[src/ps2kd_pkg.sv]
// ps2kd_pkg: types, codes and scancode tables of the ps/2 set 2 key decoder
`default_nettype none

package ps2kd_pkg;

    // prefix bytes
    localparam logic [7:0] SC_EXT   = 8'hE0;
    localparam logic [7:0] SC_BREAK = 8'hF0;
    localparam logic [7:0] SC_PAUSE = 8'hE1;

    // dense key numbers of the modifier keys, of f1 and f12, and of no key
    localparam logic [6:0] KEY_NONE   = 7'd0;
    localparam logic [6:0] KEY_LSHIFT = 7'd61;
    localparam logic [6:0] KEY_RSHIFT = 7'd62;
    localparam logic [6:0] KEY_LCTRL  = 7'd63;
    localparam logic [6:0] KEY_LALT   = 7'd64;
    localparam logic [6:0] KEY_RCTRL  = 7'd96;
    localparam logic [6:0] KEY_RALT   = 7'd97;
    localparam logic [6:0] KEY_F1     = 7'd1;
    localparam logic [6:0] KEY_F12    = 7'd12;

    // modifier bit masks
    localparam logic [5:0] MOD_SHIFT = 6'h03;
    localparam logic [5:0] MOD_CTRL  = 6'h0C;
    localparam logic [5:0] MOD_ALT   = 6'h30;

    // configuration register index, taken from paddr[2]
    localparam logic REG_GUI_ACTIVE = 1'b0;

    typedef enum logic [3:0] {
        PFX_IDLE      = 4'b0001,
        PFX_BREAK     = 4'b0010,
        PFX_EXT       = 4'b0100,
        PFX_EXT_BREAK = 4'b1000
    } prefix_state_t;

    typedef struct packed {
        prefix_state_t prefix;
        logic [5:0]    mods;
    } dec_state_t;

    typedef struct packed {
        logic [6:0] key_code;
        logic       pressed;
        logic [5:0] modifiers;
        logic       to_gui;
        logic [3:0] fkey_number;
        logic       ctrl_held;
        logic       alt_held;
        logic       shift_held;
    } key_event_t;

    function automatic logic [6:0] normal_map(input logic [7:0] b);
        logic [6:0] k;
        k = KEY_NONE;
        case (b)
            8'h05: k = 7'd1;   8'h06: k = 7'd2;   8'h04: k = 7'd3;   8'h0C: k = 7'd4;
            8'h03: k = 7'd5;   8'h0B: k = 7'd6;   8'h83: k = 7'd7;   8'h0A: k = 7'd8;
            8'h01: k = 7'd9;   8'h09: k = 7'd10;  8'h78: k = 7'd11;  8'h07: k = 7'd12;
            8'h16: k = 7'd13;  8'h1E: k = 7'd14;  8'h26: k = 7'd15;  8'h25: k = 7'd16;
            8'h2E: k = 7'd17;  8'h36: k = 7'd18;  8'h3D: k = 7'd19;  8'h3E: k = 7'd20;
            8'h46: k = 7'd21;  8'h45: k = 7'd22;  8'h4E: k = 7'd23;  8'h55: k = 7'd24;
            8'h66: k = 7'd25;
            8'h15: k = 7'd26;  8'h1D: k = 7'd27;  8'h24: k = 7'd28;  8'h2D: k = 7'd29;
            8'h2C: k = 7'd30;  8'h35: k = 7'd31;  8'h3C: k = 7'd32;  8'h43: k = 7'd33;
            8'h44: k = 7'd34;  8'h4D: k = 7'd35;  8'h54: k = 7'd36;  8'h5B: k = 7'd37;
            8'h5D: k = 7'd38;
            8'h1C: k = 7'd39;  8'h1B: k = 7'd40;  8'h23: k = 7'd41;  8'h2B: k = 7'd42;
            8'h34: k = 7'd43;  8'h33: k = 7'd44;  8'h3B: k = 7'd45;  8'h42: k = 7'd46;
            8'h4B: k = 7'd47;  8'h4C: k = 7'd48;  8'h52: k = 7'd49;  8'h5A: k = 7'd50;
            8'h1A: k = 7'd51;  8'h22: k = 7'd52;  8'h21: k = 7'd53;  8'h2A: k = 7'd54;
            8'h32: k = 7'd55;  8'h31: k = 7'd56;  8'h3A: k = 7'd57;  8'h41: k = 7'd58;
            8'h49: k = 7'd59;  8'h4A: k = 7'd60;
            8'h12: k = 7'd61;  8'h59: k = 7'd62;  8'h14: k = 7'd63;  8'h11: k = 7'd64;
            8'h0D: k = 7'd65;  8'h76: k = 7'd66;  8'h29: k = 7'd67;  8'h58: k = 7'd68;
            8'h70: k = 7'd69;  8'h69: k = 7'd70;  8'h72: k = 7'd71;  8'h7A: k = 7'd72;
            8'h6B: k = 7'd73;  8'h73: k = 7'd74;  8'h74: k = 7'd75;  8'h6C: k = 7'd76;
            8'h75: k = 7'd77;  8'h7D: k = 7'd78;  8'h79: k = 7'd79;  8'h7B: k = 7'd80;
            8'h7C: k = 7'd81;  8'h71: k = 7'd82;  8'h77: k = 7'd83;  8'h7E: k = 7'd84;
            8'h84: k = 7'd85;
            default: k = KEY_NONE;
        endcase
        return k;
    endfunction

    function automatic logic [6:0] extended_map(input logic [7:0] b);
        logic [6:0] k;
        k = KEY_NONE;
        case (b)
            8'h75: k = 7'd86;  8'h72: k = 7'd87;  8'h6B: k = 7'd88;  8'h74: k = 7'd89;
            8'h70: k = 7'd90;  8'h71: k = 7'd91;  8'h6C: k = 7'd92;  8'h69: k = 7'd93;
            8'h7D: k = 7'd94;  8'h7A: k = 7'd95;  8'h14: k = 7'd96;  8'h11: k = 7'd97;
            8'h1F: k = 7'd98;  8'h27: k = 7'd99;  8'h2F: k = 7'd100; 8'h4A: k = 7'd101;
            8'h5A: k = 7'd102; 8'h7C: k = 7'd85;  8'h7E: k = 7'd103;
            default: k = KEY_NONE;
        endcase
        return k;
    endfunction

    function automatic logic [5:0] modifier_mask(input logic [6:0] key);
        logic [5:0] m;
        m = 6'h00;
        case (key)
            KEY_LSHIFT: m = 6'h01;
            KEY_RSHIFT: m = 6'h02;
            KEY_LCTRL:  m = 6'h04;
            KEY_RCTRL:  m = 6'h08;
            KEY_LALT:   m = 6'h10;
            KEY_RALT:   m = 6'h20;
            default:    m = 6'h00;
        endcase
        return m;
    endfunction

endpackage

`default_nettype wire

[src/ps2kd_decode.sv]
// ps2kd_decode: prefix machine step, table lookup and event build for one scancode byte
`default_nettype none

module ps2kd_decode (
    input  wire logic [7:0]            scan_byte,
    input  wire logic                  gui_active,
    input  wire ps2kd_pkg::dec_state_t cur,
    output ps2kd_pkg::dec_state_t      nxt,
    output logic                       emit,
    output ps2kd_pkg::key_event_t      evt
);
    import ps2kd_pkg::*;

    logic [6:0] key;
    logic       press;
    logic [5:0] mask;
    logic [5:0] mods_upd;

    always_comb
    begin
        nxt   = cur;
        key   = KEY_NONE;
        press = 1'b1;
        unique case (cur.prefix)
            PFX_IDLE:
            begin
                if (scan_byte == SC_EXT)
                begin
                    nxt.prefix = PFX_EXT;
                end
                else if (scan_byte == SC_BREAK)
                begin
                    nxt.prefix = PFX_BREAK;
                end
                else if (scan_byte != SC_PAUSE)
                begin
                    key = normal_map(scan_byte);
                end
            end
            PFX_BREAK:
            begin
                nxt.prefix = PFX_IDLE;
                key        = normal_map(scan_byte);
                press      = 1'b0;
            end
            PFX_EXT:
            begin
                if (scan_byte == SC_BREAK)
                begin
                    nxt.prefix = PFX_EXT_BREAK;
                end
                else
                begin
                    nxt.prefix = PFX_IDLE;
                    key        = extended_map(scan_byte);
                end
            end
            PFX_EXT_BREAK:
            begin
                nxt.prefix = PFX_IDLE;
                key        = extended_map(scan_byte);
                press      = 1'b0;
            end
            default:
            begin
                nxt.prefix = PFX_IDLE;
            end
        endcase

        mask     = modifier_mask(key);
        mods_upd = press ? (cur.mods | mask) : (cur.mods & ~mask);
        if (key != KEY_NONE)
        begin
            nxt.mods = mods_upd;
        end

        // gui mode swallows releases
        emit = (key != KEY_NONE) && (press || !gui_active);

        evt             = '0;
        evt.key_code    = key;
        evt.pressed     = press;
        evt.modifiers   = mods_upd;
        evt.to_gui      = gui_active;
        if (!gui_active && key >= KEY_F1 && key <= KEY_F12)
        begin
            evt.fkey_number = key[3:0];
            evt.ctrl_held   = |(mods_upd & MOD_CTRL);
            evt.alt_held    = |(mods_upd & MOD_ALT);
            evt.shift_held  = |(mods_upd & MOD_SHIFT);
        end
    end

endmodule

`default_nettype wire

[src/ps2_scancode_key_decoder_unit.sv]
// ps2_scancode_key_decoder_unit: top level of the ps/2 set 2 scancode to key event decoder
`default_nettype none

// channel   direction  handshake            payload
// input     in         in_valid / in_ready  scan_byte[7:0]
// output    out        out_valid/out_ready  key_code, pressed, modifiers, to_gui,
//                                           fkey_number, ctrl_held, alt_held, shift_held
// config    in         apb write/read       gui_active at byte address 0
//
// one item per cycle while the output is not stalled; an accepted byte sits in the input
// register and its event is then written from there into the result register
// prefix bytes, lone e1, unmapped codes and gui releases give no result
// reset clears prefix state, modifiers, gui_active and both valid flags
// a stalled output holds the input register; in_ready drops only then

module ps2_scancode_key_decoder_unit (
    input  wire logic       clk,
    input  wire logic       rst_n,
    // apb configuration port
    input  wire logic       psel,
    input  wire logic       penable,
    input  wire logic       pwrite,
    input  wire logic [2:0] paddr,
    input  wire logic [31:0] pwdata,
    output logic [31:0]     prdata,
    output logic            pready,
    // scancode input
    input  wire logic       in_valid,
    output logic            in_ready,
    input  wire logic [7:0] scan_byte,
    // key event output
    output logic            out_valid,
    input  wire logic       out_ready,
    output logic [6:0]      key_code,
    output logic            pressed,
    output logic [5:0]      modifiers,
    output logic            to_gui,
    output logic [3:0]      fkey_number,
    output logic            ctrl_held,
    output logic            alt_held,
    output logic            shift_held
);
    import ps2kd_pkg::*;

    logic       gui_active_reg;

    // input register
    logic       in_valid_reg;
    logic [7:0] in_byte_reg;

    // decoder state, updated as the input register item is consumed
    dec_state_t state_reg;
    dec_state_t state_next;

    // result register
    logic       out_valid_reg;
    key_event_t out_evt_reg;

    logic       dec_emit;
    key_event_t dec_evt;
    logic       advance;

    // --- configuration port ---
    assign pready = 1'b1;

    always_ff @(posedge clk or negedge rst_n)
    begin
        if (!rst_n)
        begin
            gui_active_reg <= 1'b0;
        end
        else if (psel && penable && pwrite && (paddr[2] == REG_GUI_ACTIVE))
        begin
            gui_active_reg <= pwdata[0];
        end
    end

    always_comb
    begin
        prdata = '0;
        if (paddr[2] == REG_GUI_ACTIVE)
        begin
            prdata[0] = gui_active_reg;
        end
    end

    // --- flow control ---
    // the input register item moves on when the result register is free or
    // is being emptied this cycle, whether or not the item makes an event
    assign advance  = in_valid_reg && (!out_valid_reg || out_ready);
    assign in_ready = !in_valid_reg || advance;

    always_ff @(posedge clk or negedge rst_n)
    begin
        if (!rst_n)
        begin
            in_valid_reg <= 1'b0;
        end
        else if (in_ready)
        begin
            in_valid_reg <= in_valid;
        end
    end

    always_ff @(posedge clk)
    begin
        if (in_valid && in_ready)
        begin
            in_byte_reg <= scan_byte;
        end
    end

    // --- decode ---
    ps2kd_decode u_decode (
        .scan_byte  (in_byte_reg),
        .gui_active (gui_active_reg),
        .cur        (state_reg),
        .nxt        (state_next),
        .emit       (dec_emit),
        .evt        (dec_evt)
    );

    always_ff @(posedge clk or negedge rst_n)
    begin
        if (!rst_n)
        begin
            state_reg.prefix <= PFX_IDLE;
            state_reg.mods   <= '0;
        end
        else if (advance)
        begin
            state_reg <= state_next;
        end
    end

    // --- result register ---
    always_ff @(posedge clk or negedge rst_n)
    begin
        if (!rst_n)
        begin
            out_valid_reg <= 1'b0;
        end
        else if (advance)
        begin
            out_valid_reg <= dec_emit;
        end
        else if (out_ready)
        begin
            out_valid_reg <= 1'b0;
        end
    end

    always_ff @(posedge clk)
    begin
        if (advance && dec_emit)
        begin
            out_evt_reg <= dec_evt;
        end
    end

    assign out_valid   = out_valid_reg;
    assign key_code    = out_evt_reg.key_code;
    assign pressed     = out_evt_reg.pressed;
    assign modifiers   = out_evt_reg.modifiers;
    assign to_gui      = out_evt_reg.to_gui;
    assign fkey_number = out_evt_reg.fkey_number;
    assign ctrl_held   = out_evt_reg.ctrl_held;
    assign alt_held    = out_evt_reg.alt_held;
    assign shift_held  = out_evt_reg.shift_held;

endmodule

`default_nettype wire

[config.mk]
export PLATFORM = sky130hd
export DESIGN_NAME = ps2_scancode_key_decoder_unit
export DESIGN_NICKNAME = d
export VERILOG_FILES = /design/src/ps2kd_pkg.sv /design/src/ps2kd_decode.sv /design/src/ps2_scancode_key_decoder_unit.sv
export SDC_FILE = /design/constraint.sdc
export NUM_CORES = 1
export LEC_CHECK = 0
export ABC_AREA = 1
export BUFFER_PORTS_ARGS = -buffer_cell sky130_fd_sc_hd__buf_4
export CELL_PAD_IN_SITES_DETAIL_PLACEMENT = 1
export CELL_PAD_IN_SITES_GLOBAL_PLACEMENT = 1
export CORE_AREA = 3 3 98 137
export CTS_CLUSTER_DIAMETER = 40
export DETAILED_ROUTE_END_ITERATION = 12
export DIE_AREA = 0 0 101 140
export GPL_ROUTABILITY_DRIVEN = 0
export GPL_TIMING_DRIVEN = 1
export HOLD_SLACK_MARGIN = 0.05
export PLACE_DENSITY = 0.74
export SYNTH_ARGS = -nofsm -noshare
export SYNTH_HDL_FRONTEND = slang
export SYNTH_SLANG_ARGS = --single-unit
[constraint.sdc]
create_clock -name clk -period 3 [get_ports clk]
set_clock_uncertainty 0.05 [all_clocks]
set_input_delay 0.15 -clock clk [delete_from_list [all_inputs] [get_ports clk]]
set_output_delay 0.15 -clock clk [all_outputs]
set_load 0.02 [all_outputs]
* Word-level counts from Yosys, hierarchy flattened
Memories as Yosys holds them, arrays and structs flattened. A register that Yosys moved wholly into a read port is not among the register bits.
Cells that the tools add are included.
** Word-level totals
- Flip-flop bits (word level) :: 43
- Bits in read-only memories :: 3584
- Input bits :: 50
- Output and inout port bits :: 57
- Word-level logic and storage cells :: 96
- Memories kept :: 2
** Cells by class
- Order comparisons :: 2
- Eq/ne operators :: 33
- Multiplexer cells :: 18
- Bitwise logic cells :: 4
- Reductions and logical operators :: 23
** Memories
- (no name shown) :: depth 256, bits a word 7, rd ports 1, clocked after memory_dff 1, write ports 0, line ps2kd_pkg.sv:56 : case (b)
- (no name shown) :: depth 256, bits a word 7, rd ports 1, clocked after memory_dff 1, write ports 0, line ps2kd_pkg.sv:56
** Operators with widths (count)
- case mux 7 bit (19 select lines) :: 1
- == test 8 x 7 -> 1 bit (second input constant) :: 14
- case mux 6 bit (6 select lines) :: 1
- 2-to-1 mux 7 bit :: 4
- case mux 7 bit (4 select lines) :: 1
- == test 8 x 5 -> 1 bit (second input constant) :: 3
- == test 7 x 6 -> 1 bit (second input constant) :: 3
- == test 7 bit (second input constant) :: 3
- == test 8 x 6 -> 1 bit (second input constant) :: 2
- == test 8 bit (second input constant) :: 2
- 2-to-1 mux 8 bit :: 2
- 2-to-1 mux 4 bit :: 3
- logical AND 1 bit :: 9
- inequality test 8 bit (second input constant) :: 1
- case mux 4 bit (2 select lines) :: 1
- OR reduction 2 bit :: 4
- >= comparator 7 x 1 -> 1 bit (second input constant) :: 1
- less-or-equal comparator 7 x 4 -> 1 bit (second input constant) :: 1
- nonzero test 7 bit :: 1
- bitwise AND 6 bit :: 1
- 2-to-1 mux 6 bit :: 1
- NOT 6 bit :: 1
- bitwise OR 6 bit :: 1
- == test 4 x 1 -> 1 bit (second input constant) :: 1
- other kinds (10) :: 18

* Logic depth before layout (Yosys ltp)
Gate-level depths: netlist (run 1).
- Depth after elaboration :: 11
- Depth in mapped cells :: 19
- Gate-level depth less buffers :: 18

* Modules after synthesis
Synthesis (run 1) repeated with hierarchy kept, for this count alone.
** Second synthesis, totals
- Cells, all modules :: 610
- Area total of the unflattened synthesis :: 3930.0 um2
** Modules (own cells, without submodules)
- ps2kd_decode :: instances 1, cells each 479, area each 2213.4 um2, sequential area each 0.0 um2
- ps2_scancode_key_decoder_unit :: instances 1, cells each 131, area each 1716.6 um2, sequential area each 1227.4 um2

* Least setup slack after synthesis (run 1)
OpenSTA, ideal clock, no wires.
- Path type :: reg-to-reg
- Start point :: reg in_byte_reg[7]
- End point :: reg out_evt_reg, in the netlist alt_held, enable pin
- Setup time :: 0.401 ns
- Arrival :: 2.535 ns
- Required time :: 2.549 ns
- Slack :: 0.014 ns
- Cell stages (with the launch flop) :: 15
- Buffers on the path :: 1
- Clock period less this slack :: 2.986 ns
- Cells stage by stage :: edfxtp_1 -> inv_1 -> nand2_1 -> nor2_2 -> nand2_1 -> nor2_1 -> nor2_1 -> nand2_1 -> nand2_1 -> nand3_4 -> nor2_1 -> nand2_1 -> o21ai_2 -> buf_6 -> nor2_1
** RTL lines
- from (decl) :: line ps2_scancode_key_decoder_unit.sv:49 : logic [7:0] in_byte_reg;
- from (signal assigned) :: line ps2_scancode_key_decoder_unit.sv:109 : in_byte_reg <= scan_byte;
- to (signal assigned) :: line ps2_scancode_key_decoder_unit.sv:157 : out_evt_reg <= dec_evt;
- to (decl) :: line ps2_scancode_key_decoder_unit.sv:57 : key_event_t out_evt_reg;

==> flow_metrics.tcl, run 1 <==
set metrics [dict create \
    cts_root_buf "clkbuf_16" \
    via_count 4177 \
    drtIter0Drc 129 \
    setup_tns_ns 0 \
    min_path_type "in -> reg" \
    intPower_mw 1.603 \
    drive_gt1_frac 0.1672 \
    chipHeight_um 140 \
    start_kind "register" \
    grt_pass1_wl_um 21780 \
    fillCellCount 1619 \
    initial_utilization 0.3329 \
    fin_crit_sh 0.8975 \
    post_cts_buffers 0 \
    synth_cell_types 40 \
    switching_share 0.4229 \
    slew_headroom 0.6288 \
    r2r_start "out_valid$_DFFE_PN0P_" \
    port_buffers 41 \
    drv_cap 0 \
    synth_area_um2 4119 \
    critical_path.max_fanout 13 \
    wl_per_cell_um 16.24 \
    synth_ff_type "edfxtp_1" \
    clk_pin_slew_ns 0.07 \
    syn_area_per_cell_um2 6.687 \
    ir_drop_v 0.0002564 \
    worst_slew_pin_slew_ns 0.5547 \
    chipWidth_um 101 \
    ios 107 \
    routed_via_density 5.057 \
    dpl.cell_count 808 \
    syn_to_final_growth_pct 16.19 \
    synthCells 616 \
    yosysSeqAreaShare 0.3320 \
    dieArea_um2 14140 \
    hold_viol_final 0 \
    drt_wl_total_um 13410 \
    nets 734 \
    h-tree-depth 2 \
    power_frac_clock 0.212 \
    drtPass1Iterations 4 \
    power.leakage_nw 2.429 \
    grt-ovfl-total 0 \
    final_max_slew_viol_count 0 \
    critPathArrivalTime_ns 2.89 \
    yosysTopAreaCell "edfxtp_1" \
    grt_pass1_vias 4353 \
    diodes 0 \
    worstSetupPathType "reg -> reg" \
    rows 48 \
    track_usage 0.1916 \
    fin_crit_ns 2.693 \
    post-route-drc-count 0 \
    worstPathRequired_ns 3.20 \
    antenna_found_initial 0 \
    crit_start "out_valid$_DFFE_PN0P_" \
    netlist_top_cells_area "edfxtp_1 22%, nand2_1 19%, dfrtp_1 7.3%, buf_4 6.9%, nor2_1 6.3%" \
    hp-start "pwdata[0]" \
    synthArstFlopShare 0.2600 \
    final-setup-viol-count 0 \
    clockBufferDepth 2 \
    seq_power_share 0.347 \
    core_um2 12370 \
    p_comb_frac 0.441 \
    clk_latency_ns 0.30 \
    grt_max_degree 23 \
    stdcell_count 826 \
    status "finished, final reports clean" \
    cts_buffers 5 \
    synth_edf_count 30 \
    p_sw_mw 1.175 \
    synth_top_area_share 0.2187 \
    grt_setup_unrepaired "no" \
    ys_ff_latch 50 \
    power_density_nw_per_um2 580.4 \
    ys_warn_count 0 \
    cts_tree "built" \
    hpwl_um 10670 \
    critPathCaptureType "register" \
    ant_nets 0 \
    cts.sinks 50 \
    max_freq_mhz 371.4 \
]
==> power by group through the flow <==
| stage | logic [mW] | clock network (mW) | registers, mW |
|---|---|---|---|
| after floorplan | 0.735 | 0 | 1.07 |
| after global placement | 1.16 | 0 | 0.968 |
| after detailed placement | 1.20 | 0 | 0.980 |
| after CTS | 1.22 | 0.603 | 0.966 |
| after global routing | 1.34 | 0.629 | 0.977 |
| final | 1.22 | 0.590 | 0.963 |
==> repair_timing <==
action	in CTS	in global routing
hold buffers	10	0
endpoints found under the setup margin	0	7
hold endpoints to repair	22	0
resized for setup	0	2
==> critical path, cell delays in order, from the launching register on <==
cell	delay, ns
dfrtp_1	0.37
nand3_2	0.12
nand2_2	0.25
inv_1	0.10
buf_4	0.19
nand2_1	0.06
nand2_1	0.28
nor2_1	0.35
nand2_1	0.11
a31oi_1	0.39
o21ai_0	0.15
nand2_1	0.08
nand3_1	0.07
nand2_1	0.06
==> metrics by stage <==
stage | hold slack [ns] | utilization | cell area (um2) | setup slack (ns) | power [mW]
CTS | 0.06097 | 0.3860 | 4776 | 0.1035 | 2.788
detailed placement | -0.03336 | 0.3655 | 4522 | 0.1316 | 2.183
global route | 0.09359 | 0.3868 | 4786 | 0.06490 | 2.951
finish | 0.05780 | 0.3868 | 4786 | 0.3074 | 2.778
global placement | -0.03810 | 0.3655 | 4522 | 0.2029 | 2.130
floorplan | -0.1956 | - | 4232 | 0.01389 | 1.804
==> routing by layer <==
| metal | part of all wire | vias to the layer above | track usage | wire [um] |
|---|---|---|---|---|
| met5 | 0 | - | 0 | 0 |
| met4 | 0.039 | 0 | 0.08754 | 526 |
| met3 | 0.035 | 32 | 0.01794 | 471 |
| met2 | 0.55 | 105 | 0.3676 | 7359 |
| met1 | 0.38 | 2008 | 0.2047 | 5052 |
| li1 | - | 2032 | - | - |
==> synthesized netlist by cell type (8+ instances only) <==
| library cell | instances |
|---|---|
| a21oi_1 | 18 |
| buf_4 | 38 |
| dfrtp_1 | 12 |
| edfxtp_1 | 30 |
| ha_1 | 9 |
| inv_1 | 58 |
| nand2_1 | 213 |
| nand2_2 | 9 |
| nand3_1 | 40 |
| nor2_1 | 69 |
| nor2_2 | 8 |
| o21ai_0 | 32 |
| o21ai_2 | 10 |
==> path summary, 6_finish.rpt <==
check	slack [ns]	to	cells past startpoint
worst max-delay path	0.31	register	13
worst min-delay path	0.06	gui_active_reg$_DFFE_PN0P_	3
worst max register to register	0.31	register	13
worst min register to register	0.43	state_reg[4]$_DFFE_PN0P_	2
max in group asynchronous	2.47	state_reg[6]$_DFFE_PN1P_	2
min in group asynchronous	0.18	state_reg[0]$_DFFE_PN0P_	2
==> logic make-up (layout without fill, tap and decap cells) <==
| group | count (synthesis) | in the layout | share of synthesized area |
|---|---|---|---|
| simple gates | 357 | 357 | 0.3706 |
| flops | 50 | 50 | 0.3320 |
| buf+inv | 110 | 140 | 0.1388 |
| other cells | 2 | 32 | 0.001823 |
| compound gates | 88 | 88 | 0.1294 |
| fa+ha+maj | 9 | 9 | 0.02734 |
==> area by class of cell <==
cell class,count,area [um2],share of cell area
multi-input cells,486,2302,0.4810
flip-flops and latches,50,1368,0.2858
repair buffers,67,528.0,0.1103
inverters,65,246.5,0.05150
well taps,150,187.7,0.03922
clock buffers,5,125.1,0.02614
clock inverters,3,28.78,0.006013
==> cells in the final DEF, fill, tap and decap left out, drive strengths merged <==
cell,netlist,routed
a21boi,1,1
a21oi,18,18
a31oi,7,7
a41oi,1,1
buf,44,57
clkbuf,1,5
clkinv,0,2
conb,2,32
dfrtp,12,12
dfstp,1,1
dfxtp,7,7
dlygate4sd3,0,10
edfxtp,30,30
ha,9,9
inv,65,66
nand2,222,222
nand3,43,43
nand4,6,6
nor2,81,81
nor2b,1,1
nor3,4,4
o2111ai,1,1
o211ai,2,2
o21a,1,1
o21ai,50,50
o21bai,1,1
o221ai,1,1
o22ai,5,5
(Power assumes the default switching activity.)
==> run 2, diff against run 1 <==
--- a/config.mk
+++ b/config.mk
@@ -9,14 +9,15 @@
 export BUFFER_PORTS_ARGS = -buffer_cell sky130_fd_sc_hd__buf_4
 export CELL_PAD_IN_SITES_DETAIL_PLACEMENT = 1
 export CELL_PAD_IN_SITES_GLOBAL_PLACEMENT = 1
-export CORE_AREA = 3 3 98 137
+export CORE_AREA = 3 3 96 135
+export CTS_BUF_LIST = sky130_fd_sc_hd__clkbuf_8
 export CTS_CLUSTER_DIAMETER = 40
 export DETAILED_ROUTE_END_ITERATION = 12
-export DIE_AREA = 0 0 101 140
+export DIE_AREA = 0 0 99 138
 export GPL_ROUTABILITY_DRIVEN = 0
 export GPL_TIMING_DRIVEN = 1
 export HOLD_SLACK_MARGIN = 0.05
-export PLACE_DENSITY = 0.74
+export PLACE_DENSITY = 0.76
 export SYNTH_ARGS = -nofsm -noshare
 export SYNTH_HDL_FRONTEND = slang
 export SYNTH_SLANG_ARGS = --single-unit
==> flow_metrics.tcl, run 2 (synthesized netlist as in run 1, its figures left out) <==
set metrics [dict create \
    grt_setup_unrepaired "no" \
    fillCellCount 1546 \
    final_max_slew_viol_count 0 \
    drtPass1Iterations 4 \
    clk_latency_ns 0.31 \
    clockBufferDepth 2 \
    critPathCaptureType "register" \
    grt_max_degree 23 \
    critical_path.max_fanout 13 \
    slew_headroom 0.5616 \
    port_buffers 41 \
    status "finished, final reports clean" \
    fin_crit_sh 0.9233 \
    grt_pass1_vias 4364 \
    cts_tree "built" \
    nets 736 \
    cts_buffers 5 \
    crit_start "out_ready" \
    r2r_start "out_valid$_DFFE_PN0P_" \
    via_count 4117 \
    hp-start "pwdata[0]" \
    chipWidth_um 99 \
    p_total_mw 2.666 \
    drt_wl_total_um 12740 \
    core_um2 11820 \
    fin_crit_ns 2.770 \
    initial_utilization 0.3485 \
    post-route-drc-count 0 \
    worst_slew_pin_slew_ns 0.6508 \
    critPathArrivalTime_ns 2.95 \
    dieArea_um2 13660 \
    grt_pass1_wl_um 21360 \
    hpwl_um 10440 \
    grt-ovfl-total 0 \
    h-tree-depth 2 \
    ant_nets 0 \
    mostFrequentLayoutCell "nand2_1" \
    cts_root_buf "clkbuf_8" \
    rows 47 \
    cts.sinks 50 \
    setup_tns_ns 0 \
    power.leakage_nw 2.417 \
    max_freq_mhz 361.0 \
    final_util 0.4021 \
    min_path_type "in -> reg" \
    start_kind "primary input" \
    dpl.cell_count 807 \
    post_cts_buffers 0 \
    ios 107 \
    clk_pin_slew_ns 0.10 \
    diodes 0 \
    worstSetupPathType "in -> reg" \
    wl_per_cell_um 15.44 \
    hold_viol_final 0 \
    layout_common_cells "212 x nand2_1, 69 x nor2_1, 59 x buf_4" \
    routed_via_density 4.990 \
    ir_drop_v 0.0002082 \
    drv_cap 0 \
    final-setup-viol-count 0 \
    chipHeight_um 138 \
    worstPathRequired_ns 3.18 \
    drtIter0Drc 139 \
    stdcell_count 825 \
    track_usage 0.1894 \
    drive_gt1_frac 0.1696 \
    syn_to_final_growth_pct 15.40 \
    antenna_found_initial 0 \
    power_density_nw_per_um2 560.9 \
]
[run 2: path summary, 6_finish.rpt]
check	end	slack, ns	depth (start not counted)
setup / recovery	register	0.23	15
hold / removal	gui_active_reg$_DFFE_PN0P_	0.05	3
setup reg to reg	register	0.38	12
hold reg to reg	state_reg[4]$_DFFE_PN0P_	0.44	2
max in group asynchronous	state_reg[6]$_DFFE_PN1P_	2.49	2
min in group asynchronous	gui_active_reg$_DFFE_PN0P_	0.16	2
[run 2: metrics by stage]
step	area [um2]	hold slack, ns	setup WS (ns)
floorplan	4232	-0.1956	0.01389
global placement	4533	-0.03976	0.3876
detailed placement	4533	-0.03131	0.3182
CTS	4751	0.05257	0.1570
global route	4753	0.06299	0.007361
finish	4753	0.05186	0.2302
[run 2: layout make-up]
| type | instances | area, um2 | share of cell area |
|---|---|---|---|
| clock buffers | 5 | 68.82 | 0.01448 |
| inverters | 65 | 246.5 | 0.05186 |
| multi-input cells | 486 | 2295 | 0.4828 |
| repair buffers | 69 | 543.0 | 0.1142 |
| clock inverters | 3 | 48.80 | 0.01027 |
| well taps | 147 | 183.9 | 0.03869 |
| flip-flops and latches | 50 | 1368 | 0.2877 |
[run 2: repair_timing]
item                                   CTS  global route
resized for setup                        0             1
setup endpoints to repair                0             6
endpoints found under the hold margin   22             0
hold buffers                            10             0
[run 2: where the power goes]
| group | switching [mW] | total, mW | internal (mW) |
|---|---|---|---|
| Clock | 0.242 | 0.496 | 0.254 |
| Combinational | 0.825 | 1.21 | 0.386 |
| Sequential | 0.0569 | 0.958 | 0.901 |
[run 2: critical path, stage by stage]
cell	delay, ns
dlygate4sd3_1	0.54
buf_4	0.15
inv_1	0.06
nand3_2	0.10
nand2_2	0.19
inv_1	0.08
buf_4	0.18
nand2_1	0.06
nand2_1	0.27
ha_1	0.47
o21ai_0	0.19
o21ai_1	0.09
a31oi_1	0.14
o21ai_1	0.10
a21oi_1	0.18
[run 2: per-layer routing]
| metal | up-vias | share of wire | track usage |
|---|---|---|---|
| met5 | - | 0 | 0 |
| met4 | 0 | 0.038 | 0.08417 |
| met3 | 28 | 0.026 | 0.01966 |
| met2 | 84 | 0.55 | 0.3527 |
| met1 | 1969 | 0.39 | 0.2126 |
| li1 | 2036 | - | - |
